--- config.mk ---
export PLATFORM = sky130hd
export DESIGN_NAME = timestamp_pair_synchronizer
export DESIGN_NICKNAME = d
export VERILOG_FILES = /design/src/hw/rtl/tps_pkg.sv /design/src/hw/rtl/tps_queue_mem.sv /design/src/hw/rtl/timestamp_pair_synchronizer.sv
export SDC_FILE = /design/constraint.sdc
export NUM_CORES = 2
export LEC_CHECK = 0
export BUFFER_PORTS_ARGS = -buffer_cell sky130_fd_sc_hd__buf_4
export CAP_MARGIN = 20
export CORE_MARGIN = 2
export CORE_UTILIZATION = 35
export CTS_BUF_LIST = sky130_fd_sc_hd__clkbuf_8
export CTS_CLUSTER_SIZE = 10
export DETAILED_ROUTE_END_ITERATION = 7
export HOLD_SLACK_MARGIN = 0.06
export PLACE_DENSITY = 0.58
export SETUP_SLACK_MARGIN = 0.1
export SYNTH_ARGS = -nofsm -noshare
export SYNTH_HDL_FRONTEND = slang
export SYNTH_SLANG_ARGS = --single-unit
--- constraint.sdc ---
create_clock -name i_clk -period 10.75 [get_ports i_clk]
set_input_delay 2.15 -clock i_clk [delete_from_list [all_inputs] [get_ports i_clk]]
set_output_delay 2.15 -clock i_clk [all_outputs]
set_load 0.01 [all_outputs]
--- src/hw/rtl/tps_pkg.sv ---
// Shared codes for the timestamp pair synchronizer: result kinds, command codes,
// configuration register indexes and register reset values.
// No dependencies.
`timescale 1ns / 1ps

package tps_pkg;

    // Command carried in the input tuser field.
    localparam logic CMD_ARRIVAL = 1'b0;
    localparam logic CMD_SELECT  = 1'b1;

    // Result kinds.
    localparam logic [2:0] KIND_ARRIVAL = 3'd0;
    localparam logic [2:0] KIND_NONE    = 3'd1;
    localparam logic [2:0] KIND_SINGLE  = 3'd2;
    localparam logic [2:0] KIND_PAIRED  = 3'd3;
    localparam logic [2:0] KIND_TIMEOUT = 3'd4;

    // Configuration register indexes.
    localparam logic [1:0] CFG_TWO_SENSORS  = 2'd0;
    localparam logic [1:0] CFG_QUEUE_LIMIT  = 2'd1;
    localparam logic [1:0] CFG_MAX_PAIR_GAP = 2'd2;
    localparam logic [1:0] CFG_STALE_LIMIT  = 2'd3;

    // Register reset values and the floor of the stale limit.
    localparam logic [3:0]  RST_QUEUE_LIMIT  = 4'd8;
    localparam logic [31:0] RST_MAX_PAIR_GAP = 32'd60000;
    localparam logic [31:0] RST_STALE_LIMIT  = 32'd120000;
    localparam logic [31:0] MIN_STALE        = 32'd1000;

endpackage

--- src/hw/rtl/tps_queue_mem.sv ---
// One sensor's frame queue storage: a single-port-write, single-port-read RAM
// with a registered read. Uses no package.
`timescale 1ns / 1ps

module tps_queue_mem #(
    parameter int DEPTH  = 8,
    parameter int ADDR_W = 3,
    parameter int DATA_W = 80
) (
    input  logic              i_clk,
    input  logic              i_we,
    input  logic [ADDR_W-1:0] i_waddr,
    input  logic [DATA_W-1:0] i_wdata,
    input  logic [ADDR_W-1:0] i_raddr,
    output logic [DATA_W-1:0] o_rdata
);

    logic [DATA_W-1:0] r_mem [DEPTH];
    logic [DATA_W-1:0] r_rdata;

    always_ff @(posedge i_clk) begin
        if (i_we) begin
            r_mem[i_waddr] <= i_wdata;
        end
        r_rdata <= r_mem[i_raddr];
    end

    assign o_rdata = r_rdata;

endmodule

--- src/hw/rtl/timestamp_pair_synchronizer.sv ---
// Timestamp pair synchronizer. Two stamp-sorted frame queues, one per sensor, live in
// two RAMs (one per sensor) kept as circular buffers with a head pointer and fill count.
// An arrival word moves each queued frame with a later stamp one slot down, by a read and
// a write per frame; a full queue first reads out the dropped oldest frame. A select tick
// in paired mode walks every pair of queued frames, one pair per cycle through the two RAM
// read ports. One word is worked on at a time; the input is ready again as soon as the
// result sits in the output register, even while that word waits to be taken.
// Configuration writes are always accepted and must be made while the block is idle.
`timescale 1ns / 1ps

module timestamp_pair_synchronizer #(
    parameter int QUEUE_DEPTH = 8,
    parameter int TIME_BITS   = 32,
    parameter int TAG_BITS    = 16,
    localparam int IN_RAW     = 2 * TIME_BITS + TAG_BITS,
    localparam int IN_W       = ((IN_RAW + 7) / 8) * 8,
    localparam int OUT_RAW    = 32 + 1 + 3 * TAG_BITS + 1 + 3 * TIME_BITS + 4,
    localparam int OUT_W      = ((OUT_RAW + 7) / 8) * 8
) (
    input  logic i_clk,
    input  logic i_rst_n,

    // Input stream.
    input  logic                i_s_tvalid,
    output logic                o_s_tready,
    // tdata from bit 0: frame_stamp, frame_tag, current_time, zero fill.
    input  logic [IN_W-1:0]     i_s_tdata,
    // tuser from bit 0: command, sensor_id.
    input  logic [1:0]          i_s_tuser,

    // Result stream.
    output logic                o_m_tvalid,
    input  logic                i_m_tready,
    // tdata from bit 0: assigned_sequence, overflow_drop, dropped_tag, first_sensor,
    // first_tag, second_tag, pair_gap, oldest_age, superseded_count, output_stamp, zero fill.
    output logic [OUT_W-1:0]    o_m_tdata,
    // tuser: kind.
    output logic [2:0]          o_m_tuser,

    // Configuration write channel.
    input  logic                i_cfg_valid,
    output logic                o_cfg_ready,
    input  logic [1:0]          i_cfg_addr,
    input  logic [31:0]         i_cfg_data
);

    localparam int IDX_W   = (QUEUE_DEPTH > 1) ? $clog2(QUEUE_DEPTH) : 1;
    localparam int CNT_W   = $clog2(QUEUE_DEPTH + 1);
    localparam int SUM_W   = CNT_W + 1;
    localparam int LIM_W   = (CNT_W > 4) ? CNT_W + 1 : 5;
    localparam int CMP_W   = (TIME_BITS > 32) ? TIME_BITS : 32;
    localparam int EW      = 2 * TIME_BITS + TAG_BITS;

    localparam logic [3:0] S_IDLE     = 4'd0;
    localparam logic [3:0] S_ARR_DROP = 4'd1;
    localparam logic [3:0] S_ARR_DRPW = 4'd2;
    localparam logic [3:0] S_INS_RD   = 4'd3;
    localparam logic [3:0] S_INS_CMP  = 4'd4;
    localparam logic [3:0] S_SEL_HEAD = 4'd5;
    localparam logic [3:0] S_SEL_OUT  = 4'd6;
    localparam logic [3:0] S_SRCH     = 4'd7;
    localparam logic [3:0] S_SRCH_END = 4'd8;
    localparam logic [3:0] S_PAIR_CHK = 4'd9;
    localparam logic [3:0] S_PAIR_OUT = 4'd10;
    localparam logic [3:0] S_TO_RD    = 4'd11;
    localparam logic [3:0] S_TO_OUT   = 4'd12;
    localparam logic [3:0] S_DONE     = 4'd13;

    // Logical queue position to RAM address.
    function automatic logic [IDX_W-1:0] phys(input logic [IDX_W-1:0] h,
                                              input logic [CNT_W-1:0] off);
        logic [SUM_W-1:0] s;
        s = SUM_W'(h) + SUM_W'(off);
        if (s >= SUM_W'(QUEUE_DEPTH)) begin
            s = s - SUM_W'(QUEUE_DEPTH);
        end
        return s[IDX_W-1:0];
    endfunction

    // Configuration registers.
    logic        r_two;
    logic [3:0]  r_qlim;
    logic [31:0] r_gap_lim;
    logic [31:0] r_stale;

    // Control state.
    logic [3:0]       r_state, n_state;
    logic [IDX_W-1:0] r_head [2];
    logic [IDX_W-1:0] n_head [2];
    logic [CNT_W-1:0] r_fill [2];
    logic [CNT_W-1:0] n_fill [2];
    logic [31:0]      r_seq_cnt [2];
    logic [31:0]      n_seq_cnt [2];
    logic [CNT_W-1:0] r_p, n_p;
    logic [IDX_W-1:0] r_i, n_i, r_j, n_j, r_pi, n_pi, r_pj, n_pj, r_ba, n_ba, r_bb, n_bb;
    logic             r_pv, n_pv, r_have, n_have;
    logic [TIME_BITS-1:0] r_best, n_best;

    // Current word.
    logic                 r_sid, n_sid;
    logic [TIME_BITS-1:0] r_stamp, n_stamp, r_now, n_now;
    logic [TAG_BITS-1:0]  r_tag, n_tag;

    // Result being built.
    logic [2:0]           r_kind, n_kind;
    logic [31:0]          r_seq, n_seq;
    logic                 r_ovf, n_ovf, r_fs, n_fs;
    logic [TAG_BITS-1:0]  r_dtag, n_dtag, r_ftag, n_ftag, r_stag, n_stag;
    logic [TIME_BITS-1:0] r_pgap, n_pgap, r_age, n_age, r_ostamp, n_ostamp;
    logic [3:0]           r_sup, n_sup;

    // Output register.
    logic             r_m_valid, n_m_valid;
    logic [OUT_W-1:0] r_m_data, n_m_data;
    logic [2:0]       r_m_user, n_m_user;

    // RAM ports.
    logic             m_we [2];
    logic [IDX_W-1:0] m_waddr [2];
    logic [EW-1:0]    m_wdata [2];
    logic [IDX_W-1:0] m_raddr [2];
    logic [EW-1:0]    m_q [2];

    for (genvar g = 0; g < 2; g++) begin : g_mem
        tps_queue_mem #(
            .DEPTH  (QUEUE_DEPTH),
            .ADDR_W (IDX_W),
            .DATA_W (EW)
        ) u_mem (
            .i_clk   (i_clk),
            .i_we    (m_we[g]),
            .i_waddr (m_waddr[g]),
            .i_wdata (m_wdata[g]),
            .i_raddr (m_raddr[g]),
            .o_rdata (m_q[g])
        );
    end

    // Fields of the entries read last cycle.
    logic [TIME_BITS-1:0] q_stamp0, q_stamp1, q_arr0, q_arr1;
    logic [TAG_BITS-1:0]  q_tag0, q_tag1;
    assign q_stamp0 = m_q[0][TIME_BITS-1:0];
    assign q_stamp1 = m_q[1][TIME_BITS-1:0];
    assign q_arr0   = m_q[0][TIME_BITS +: TIME_BITS];
    assign q_arr1   = m_q[1][TIME_BITS +: TIME_BITS];
    assign q_tag0   = m_q[0][2*TIME_BITS +: TAG_BITS];
    assign q_tag1   = m_q[1][2*TIME_BITS +: TAG_BITS];

    // Effective queue limit, clamped to 1..QUEUE_DEPTH.
    logic [CNT_W-1:0] eff_lim;
    always_comb begin
        if (r_qlim == 4'd0) begin
            eff_lim = CNT_W'(1);
        end else if (LIM_W'(r_qlim) > LIM_W'(QUEUE_DEPTH)) begin
            eff_lim = CNT_W'(QUEUE_DEPTH);
        end else begin
            eff_lim = CNT_W'(r_qlim);
        end
    end

    logic [31:0] stale_eff;
    assign stale_eff = (r_stale < tps_pkg::MIN_STALE) ? tps_pkg::MIN_STALE : r_stale;

    assign o_s_tready  = (r_state == S_IDLE);
    assign o_cfg_ready = 1'b1;
    assign o_m_tvalid  = r_m_valid;
    assign o_m_tdata   = r_m_data;
    assign o_m_tuser   = r_m_user;

    // Working values for the select paths.
    logic [TIME_BITS-1:0] diff, age0, age1, age_s;
    logic [5:0]           sup_sum;
    logic                 to_s;
    always_comb begin
        diff    = (q_stamp0 >= q_stamp1) ? q_stamp0 - q_stamp1 : q_stamp1 - q_stamp0;
        age0    = r_now - q_arr0;
        age1    = r_now - q_arr1;
        sup_sum = 6'(r_ba) + 6'(r_bb);
        if (r_fill[0] != '0 && r_fill[1] != '0) begin
            to_s = (q_arr0 <= q_arr1) ? 1'b0 : 1'b1;
        end else begin
            to_s = (r_fill[0] != '0) ? 1'b0 : 1'b1;
        end
        age_s = to_s ? age1 : age0;
    end

    always_comb begin
        n_state   = r_state;
        n_head    = r_head;
        n_fill    = r_fill;
        n_seq_cnt = r_seq_cnt;
        n_p = r_p;   n_i = r_i;   n_j = r_j;   n_pi = r_pi; n_pj = r_pj;
        n_ba = r_ba; n_bb = r_bb; n_pv = r_pv; n_have = r_have; n_best = r_best;
        n_sid = r_sid; n_stamp = r_stamp; n_now = r_now; n_tag = r_tag;
        n_kind = r_kind; n_seq = r_seq; n_ovf = r_ovf; n_fs = r_fs;
        n_dtag = r_dtag; n_ftag = r_ftag; n_stag = r_stag;
        n_pgap = r_pgap; n_age = r_age; n_ostamp = r_ostamp; n_sup = r_sup;
        n_m_valid = r_m_valid;
        n_m_data  = r_m_data;
        n_m_user  = r_m_user;
        for (int s = 0; s < 2; s++) begin
            m_we[s]    = 1'b0;
            m_waddr[s] = '0;
            m_wdata[s] = m_q[s];
            m_raddr[s] = r_head[s];
        end

        if (r_m_valid && i_m_tready) begin
            n_m_valid = 1'b0;
        end

        unique case (r_state)
            S_IDLE: begin
                if (i_s_tvalid) begin
                    n_sid   = i_s_tuser[1];
                    n_stamp = i_s_tdata[TIME_BITS-1:0];
                    n_tag   = i_s_tdata[TIME_BITS +: TAG_BITS];
                    n_now   = i_s_tdata[TIME_BITS+TAG_BITS +: TIME_BITS];
                    n_seq = '0; n_ovf = 1'b0; n_fs = 1'b0; n_dtag = '0; n_ftag = '0;
                    n_stag = '0; n_pgap = '0; n_age = '0; n_ostamp = '0; n_sup = '0;
                    if (i_s_tuser[0] == tps_pkg::CMD_ARRIVAL) begin
                        n_kind = tps_pkg::KIND_ARRIVAL;
                        if (r_two || !i_s_tuser[1]) begin
                            n_seq_cnt[i_s_tuser[1]] = r_seq_cnt[i_s_tuser[1]] + 32'd1;
                            n_seq = r_seq_cnt[i_s_tuser[1]] + 32'd1;
                            if (r_fill[i_s_tuser[1]] >= eff_lim) begin
                                n_state = S_ARR_DROP;
                            end else begin
                                n_p     = r_fill[i_s_tuser[1]];
                                n_state = S_INS_RD;
                            end
                        end
                    end else begin
                        n_kind = tps_pkg::KIND_NONE;
                        if (!r_two) begin
                            n_state = (r_fill[0] == '0) ? S_DONE : S_SEL_HEAD;
                        end else if (r_fill[0] != '0 && r_fill[1] != '0) begin
                            n_i = '0; n_j = '0; n_pv = 1'b0; n_have = 1'b0;
                            n_state = S_SRCH;
                        end else if (r_fill[0] == '0 && r_fill[1] == '0) begin
                            n_state = S_DONE;
                        end else begin
                            n_state = S_TO_RD;
                        end
                    end
                end
            end

            // The head address is already on the read port by default.
            S_ARR_DROP: n_state = S_ARR_DRPW;

            S_ARR_DRPW: begin
                n_ovf  = 1'b1;
                n_dtag = r_sid ? q_tag1 : q_tag0;
                n_head[r_sid] = phys(r_head[r_sid], CNT_W'(1));
                n_fill[r_sid] = r_fill[r_sid] - CNT_W'(1);
                n_p     = r_fill[r_sid] - CNT_W'(1);
                n_state = S_INS_RD;
            end

            S_INS_RD: begin
                if (r_p == '0) begin
                    m_we[r_sid]    = 1'b1;
                    m_waddr[r_sid] = r_head[r_sid];
                    m_wdata[r_sid] = {r_tag, r_now, r_stamp};
                    n_fill[r_sid]  = r_fill[r_sid] + CNT_W'(1);
                    n_state = S_DONE;
                end else begin
                    m_raddr[r_sid] = phys(r_head[r_sid], r_p - CNT_W'(1));
                    n_state = S_INS_CMP;
                end
            end

            // Entries with a later stamp move one slot toward the tail.
            S_INS_CMP: begin
                m_we[r_sid]    = 1'b1;
                m_waddr[r_sid] = phys(r_head[r_sid], r_p);
                if ((r_sid ? q_stamp1 : q_stamp0) > r_stamp) begin
                    m_wdata[r_sid] = m_q[r_sid];
                    n_p     = r_p - CNT_W'(1);
                    n_state = S_INS_RD;
                end else begin
                    m_wdata[r_sid] = {r_tag, r_now, r_stamp};
                    n_fill[r_sid]  = r_fill[r_sid] + CNT_W'(1);
                    n_state = S_DONE;
                end
            end

            S_SEL_HEAD: n_state = S_SEL_OUT;

            S_SEL_OUT: begin
                n_kind   = tps_pkg::KIND_SINGLE;
                n_ftag   = q_tag0;
                n_age    = age0;
                n_ostamp = q_stamp0;
                n_head[0] = phys(r_head[0], CNT_W'(1));
                n_fill[0] = r_fill[0] - CNT_W'(1);
                n_state  = S_DONE;
            end

            S_SRCH, S_SRCH_END: begin
                if (r_pv && (!r_have || diff < r_best)) begin
                    n_have = 1'b1;
                    n_best = diff;
                    n_ba   = r_pi;
                    n_bb   = r_pj;
                end
                if (r_state == S_SRCH) begin
                    m_raddr[0] = phys(r_head[0], CNT_W'(r_i));
                    m_raddr[1] = phys(r_head[1], CNT_W'(r_j));
                    n_pv = 1'b1;
                    n_pi = r_i;
                    n_pj = r_j;
                    if (CNT_W'(r_j) == r_fill[1] - CNT_W'(1)) begin
                        n_j = '0;
                        if (CNT_W'(r_i) == r_fill[0] - CNT_W'(1)) begin
                            n_state = S_SRCH_END;
                        end else begin
                            n_i = r_i + IDX_W'(1);
                        end
                    end else begin
                        n_j = r_j + IDX_W'(1);
                    end
                end else begin
                    n_pv    = 1'b0;
                    n_state = S_PAIR_CHK;
                end
            end

            // Either fetch the chosen pair or fall back to the heads.
            S_PAIR_CHK: begin
                if (CMP_W'(r_best) <= CMP_W'(r_gap_lim)) begin
                    m_raddr[0] = phys(r_head[0], CNT_W'(r_ba));
                    m_raddr[1] = phys(r_head[1], CNT_W'(r_bb));
                    n_state = S_PAIR_OUT;
                end else begin
                    n_state = S_TO_OUT;
                end
            end

            S_PAIR_OUT: begin
                n_kind   = tps_pkg::KIND_PAIRED;
                n_ftag   = q_tag0;
                n_stag   = q_tag1;
                n_pgap   = r_best;
                n_age    = (age0 > age1) ? age0 : age1;
                n_ostamp = (q_stamp0 > q_stamp1) ? q_stamp0 : q_stamp1;
                n_sup    = (sup_sum > 6'd15) ? 4'd15 : sup_sum[3:0];
                n_head[0] = phys(r_head[0], CNT_W'(r_ba) + CNT_W'(1));
                n_head[1] = phys(r_head[1], CNT_W'(r_bb) + CNT_W'(1));
                n_fill[0] = r_fill[0] - CNT_W'(r_ba) - CNT_W'(1);
                n_fill[1] = r_fill[1] - CNT_W'(r_bb) - CNT_W'(1);
                n_state  = S_DONE;
            end

            S_TO_RD: n_state = S_TO_OUT;

            S_TO_OUT: begin
                if (CMP_W'(age_s) >= CMP_W'(stale_eff)) begin
                    n_kind   = tps_pkg::KIND_TIMEOUT;
                    n_fs     = to_s;
                    n_ftag   = to_s ? q_tag1 : q_tag0;
                    n_age    = age_s;
                    n_ostamp = to_s ? q_stamp1 : q_stamp0;
                    n_head[to_s] = phys(r_head[to_s], CNT_W'(1));
                    n_fill[to_s] = r_fill[to_s] - CNT_W'(1);
                end
                n_state = S_DONE;
            end

            S_DONE: begin
                if (!r_m_valid || i_m_tready) begin
                    n_m_valid = 1'b1;
                    n_m_user  = r_kind;
                    n_m_data  = OUT_W'({r_ostamp, r_sup, r_age, r_pgap, r_stag, r_ftag,
                                        r_fs, r_dtag, r_ovf, r_seq});
                    n_state   = S_IDLE;
                end
            end

            default: n_state = S_IDLE;
        endcase
    end

    always_ff @(posedge i_clk) begin
        if (!i_rst_n) begin
            r_state   <= S_IDLE;
            r_head    <= '{default: '0};
            r_fill    <= '{default: '0};
            r_seq_cnt <= '{default: '0};
            r_pv      <= 1'b0;
            r_have    <= 1'b0;
            r_m_valid <= 1'b0;
            r_two     <= 1'b1;
            r_qlim    <= tps_pkg::RST_QUEUE_LIMIT;
            r_gap_lim <= tps_pkg::RST_MAX_PAIR_GAP;
            r_stale   <= tps_pkg::RST_STALE_LIMIT;
        end else begin
            r_state   <= n_state;
            r_head    <= n_head;
            r_fill    <= n_fill;
            r_seq_cnt <= n_seq_cnt;
            r_pv      <= n_pv;
            r_have    <= n_have;
            r_m_valid <= n_m_valid;
            if (i_cfg_valid) begin
                unique case (i_cfg_addr)
                    tps_pkg::CFG_TWO_SENSORS:  r_two     <= i_cfg_data[0];
                    tps_pkg::CFG_QUEUE_LIMIT:  r_qlim    <= i_cfg_data[3:0];
                    tps_pkg::CFG_MAX_PAIR_GAP: r_gap_lim <= i_cfg_data;
                    tps_pkg::CFG_STALE_LIMIT:  r_stale   <= i_cfg_data;
                    default: ;
                endcase
            end
        end
    end

    always_ff @(posedge i_clk) begin
        r_p <= n_p;   r_i <= n_i;   r_j <= n_j;   r_pi <= n_pi; r_pj <= n_pj;
        r_ba <= n_ba; r_bb <= n_bb; r_best <= n_best;
        r_sid <= n_sid; r_stamp <= n_stamp; r_now <= n_now; r_tag <= n_tag;
        r_kind <= n_kind; r_seq <= n_seq; r_ovf <= n_ovf; r_fs <= n_fs;
        r_dtag <= n_dtag; r_ftag <= n_ftag; r_stag <= n_stag;
        r_pgap <= n_pgap; r_age <= n_age; r_ostamp <= n_ostamp; r_sup <= n_sup;
        r_m_data <= n_m_data;
        r_m_user <= n_m_user;
    end

endmodule

==> flow_summary.toml <==
[status]
outcome = "finished, violations left"
violations = "design-rule violations"

[run]
maxCapViolCount = 0

[route]
dr.first_iter.drc_count = 5331
totalWireLength_mm = 280
vias_per_cell = 5.33
drc = 63
vias = 60700
ant_nets = 0
drt_first_pass_iters = 8
wl_per_cell_um = 24.6

[floorplanning]
initial_core_util_pct = 35.2
die_h_um = 520
core_um2 = 265000
die_width_um = 520
io_pins = 311
die_area_um2 = 270000
row_count = 189

[yosys]
synthesis.area_um2 = 93200
async_flop_share_pct = 0
synthCells = 7106
synth-edff-count = 1785
synth_flop_cell = "edfxtp_1"
synth_seq_area_share_pct = 64.3
yosysWarnings = 0
syn_area_per_cell_um2 = 13.1
synth.distinct_cells = 96
ys_seq_elements = 2099

[timing]
fin_setup_tns_ps = 0
fin_ws_ps = 3800
period_share_pct = 64.7
rsz0062_at_grt = "no"
finalSetupViolations = 0
finalHoldViolCount = 0
max_slew.worst_pin.slew_ps = 1150
slew_violations = 0
max_freq_ghz = 0.144
hold_slack_ps = 389
slew-limit-headroom_pct = 22.7
clock_skew_ps = 129
fin_crit_ps = 6950

[critical_path]
arrival_ps = 7660
r2r-start = "g_mem[0].u_mem.o_rdata[5]"
cp-end-kind = "register"
crit_start = "g_mem[0].u_mem.o_rdata[5]"
crit_type = "reg2reg"
cp_max_fo = 34
critPathLaunchType = "register"
crit_required_ps = 11460

[hold_path]
hold_path_class = "reg2reg"
hold_start = "r_ostamp[24]"

[layout]
regArea_um2 = 59900
areaGrowthSynthToFinish_pct = 14.4
final_net_count = 8042
fillers = 24700
multi_input_area_um2 = 30600
drive_gt1_share_pct = 14.5

[clocking]
clock_sink_count = 2099
cts_resized = 0
cts_made_buffers = 370
worst_skew_pair.late_latency_ps = 1110
cts_buffer_depth = 4
clockRootBuffer = "clkbuf_8"
cts-htree-levels = 5
path_clk_slew_ps = 60
cts_tree = "yes"
post_cts_buffers = 0
holdBufCountCts = 0

[placement]
dp_slack_ps = 4020
io_buffers = 307
dp_hpwl_mm = 187
place_congestion = 0.974

[power_and_ir_drop]
power_density_nw_per_um2 = 300
leakage_nw = 42.1
ir_drop_v = 0.000272

[global_routing]
grt_pass1_vias = 59300
grt_pass1_wl_mm = 403
antenna_found_initial = 15
grt_max_degree = 191
track_usage_pct = 20.1
overflow = 0
## final timing paths
check | slack (ps) | to | depth (start not counted)
max | 3800 | r_best[10] | 23
min | 390 | o_m_tdata[174] | 0
max reg2reg | 3800 | r_best[10] | 23
min reg2reg | 390 | o_m_tdata[174] | 0
## synth_stat cells, drive strengths merged, types with 29 or more instances
library cell	n	area, um^2
a221oi	85	757
a21o	147	1100
nand3	66	330
nand2	820	3080
o211ai	32	240
xnor2	93	815
inv	351	1320
a21oi	493	2480
xor2	68	596
clkbuf	186	702
and3	37	231
a211oi	29	223
buf	164	926
ha	352	4400
a32oi	83	727
nor2	317	1190
nor3	45	245
nor2b	45	282
edfxtp	1785	53600
mux2i	635	6360
or3	35	219
o21ai	307	1550
a22o	65	569
nand4	64	400
dfxtp	314	6290
mux2	170	1910
## power by group
| group | total [mW] | internal, mW | switching (mW) |
|---|---|---|---|
| combinational | 13.4 | 4.41 | 8.97 |
| sequential | 11.6 | 10.9 | 0.727 |
| clock | 7.00 | 3.73 | 3.28 |
## flip-flops by register name, summed over array words and instances, names as in the netlist, 64 cells and up
register	flops
o_m_tdata	182
g_mem.u_mem.o_rdata	160
g_mem.u_mem.r_mem	1280
r_seq_cnt	64
## stage by stage
stage | cell area [um^2] | cells | util (%) | total power, mW
detailed placement | 99500 | 10700 | 37.5 | 24.8
CTS | 106000 | 11400 | 40.2 | 31.9
global placement | 99400 | 10700 | 37.5 | 24.5
floorplan | 93200 | 7107 | - | 19.7
finish | 107000 | 11400 | 40.2 | 32.0
global route | 107000 | 11400 | 40.2 | 33.7
## area by class of cell
cell class                      count  share of cell area, %
Antenna cell                       11                 0.0258
Clock buffer                      412                   5.32
Clock inverter                    254                   1.26
Inverter                          354                   1.25
Multi-Input combinational cell   4304                   28.7
Sequential cell                  2099                   56.2
Tap cell                         3533                   4.15
Timing Repair Buffer              425                   3.12
## worst max-delay path: stages, from the launching register on
cell and delay (ps):
dfxtp_1 360, inv_1 80, ha_1 380, a21oi_1 350, o22ai_1 140, a2111oi_2 470
nor3_2 140, nor3_4 300, buf_4 440, mux2i_1 440, a31oi_1 230, o31ai_1 320
xor2_1 580, ha_1 380, a21o_1 180, a21o_1 180, a21oi_1 160, nor2b_1 60
o21ai_0 160, nand2b_1 90, a21oi_1 140, nand2_1 100, o22ai_4 510, buf_4 420
## cell families after synthesis
family,synth area share [%]
xor gates and xnor gates,1.51
DFF,64.3
other,0.00806
adders and majority gates,5.05
and+or+nand+nor,7.16
muxes,8.88
buffers and inverters,3.17
AOI/OAI and AO/OA,9.95
## metal layers
metal	track usage, %	wire length, um	vias up
li1	-	-	27400
met1	27.9	125000	30500
met2	31.5	127000	2295
met3	3.59	18300	487
met4	7.19	10000	6
met5	0	34	-
## cells in the final DEF (no fill, tap or decap), drive strengths merged, types with 105 or more instances in the layout
master / count
dfxtp: 314
nand2: 820
clkinv: 105
clkbuf: 425
ha: 352
a21o: 147
a21oi: 493
mux2: 170
o21ai: 307
edfxtp: 1785
nor2: 317
mux2i: 635
inv: 480
buf: 412
No activity file was read; power rests on OpenSTA's default activity.
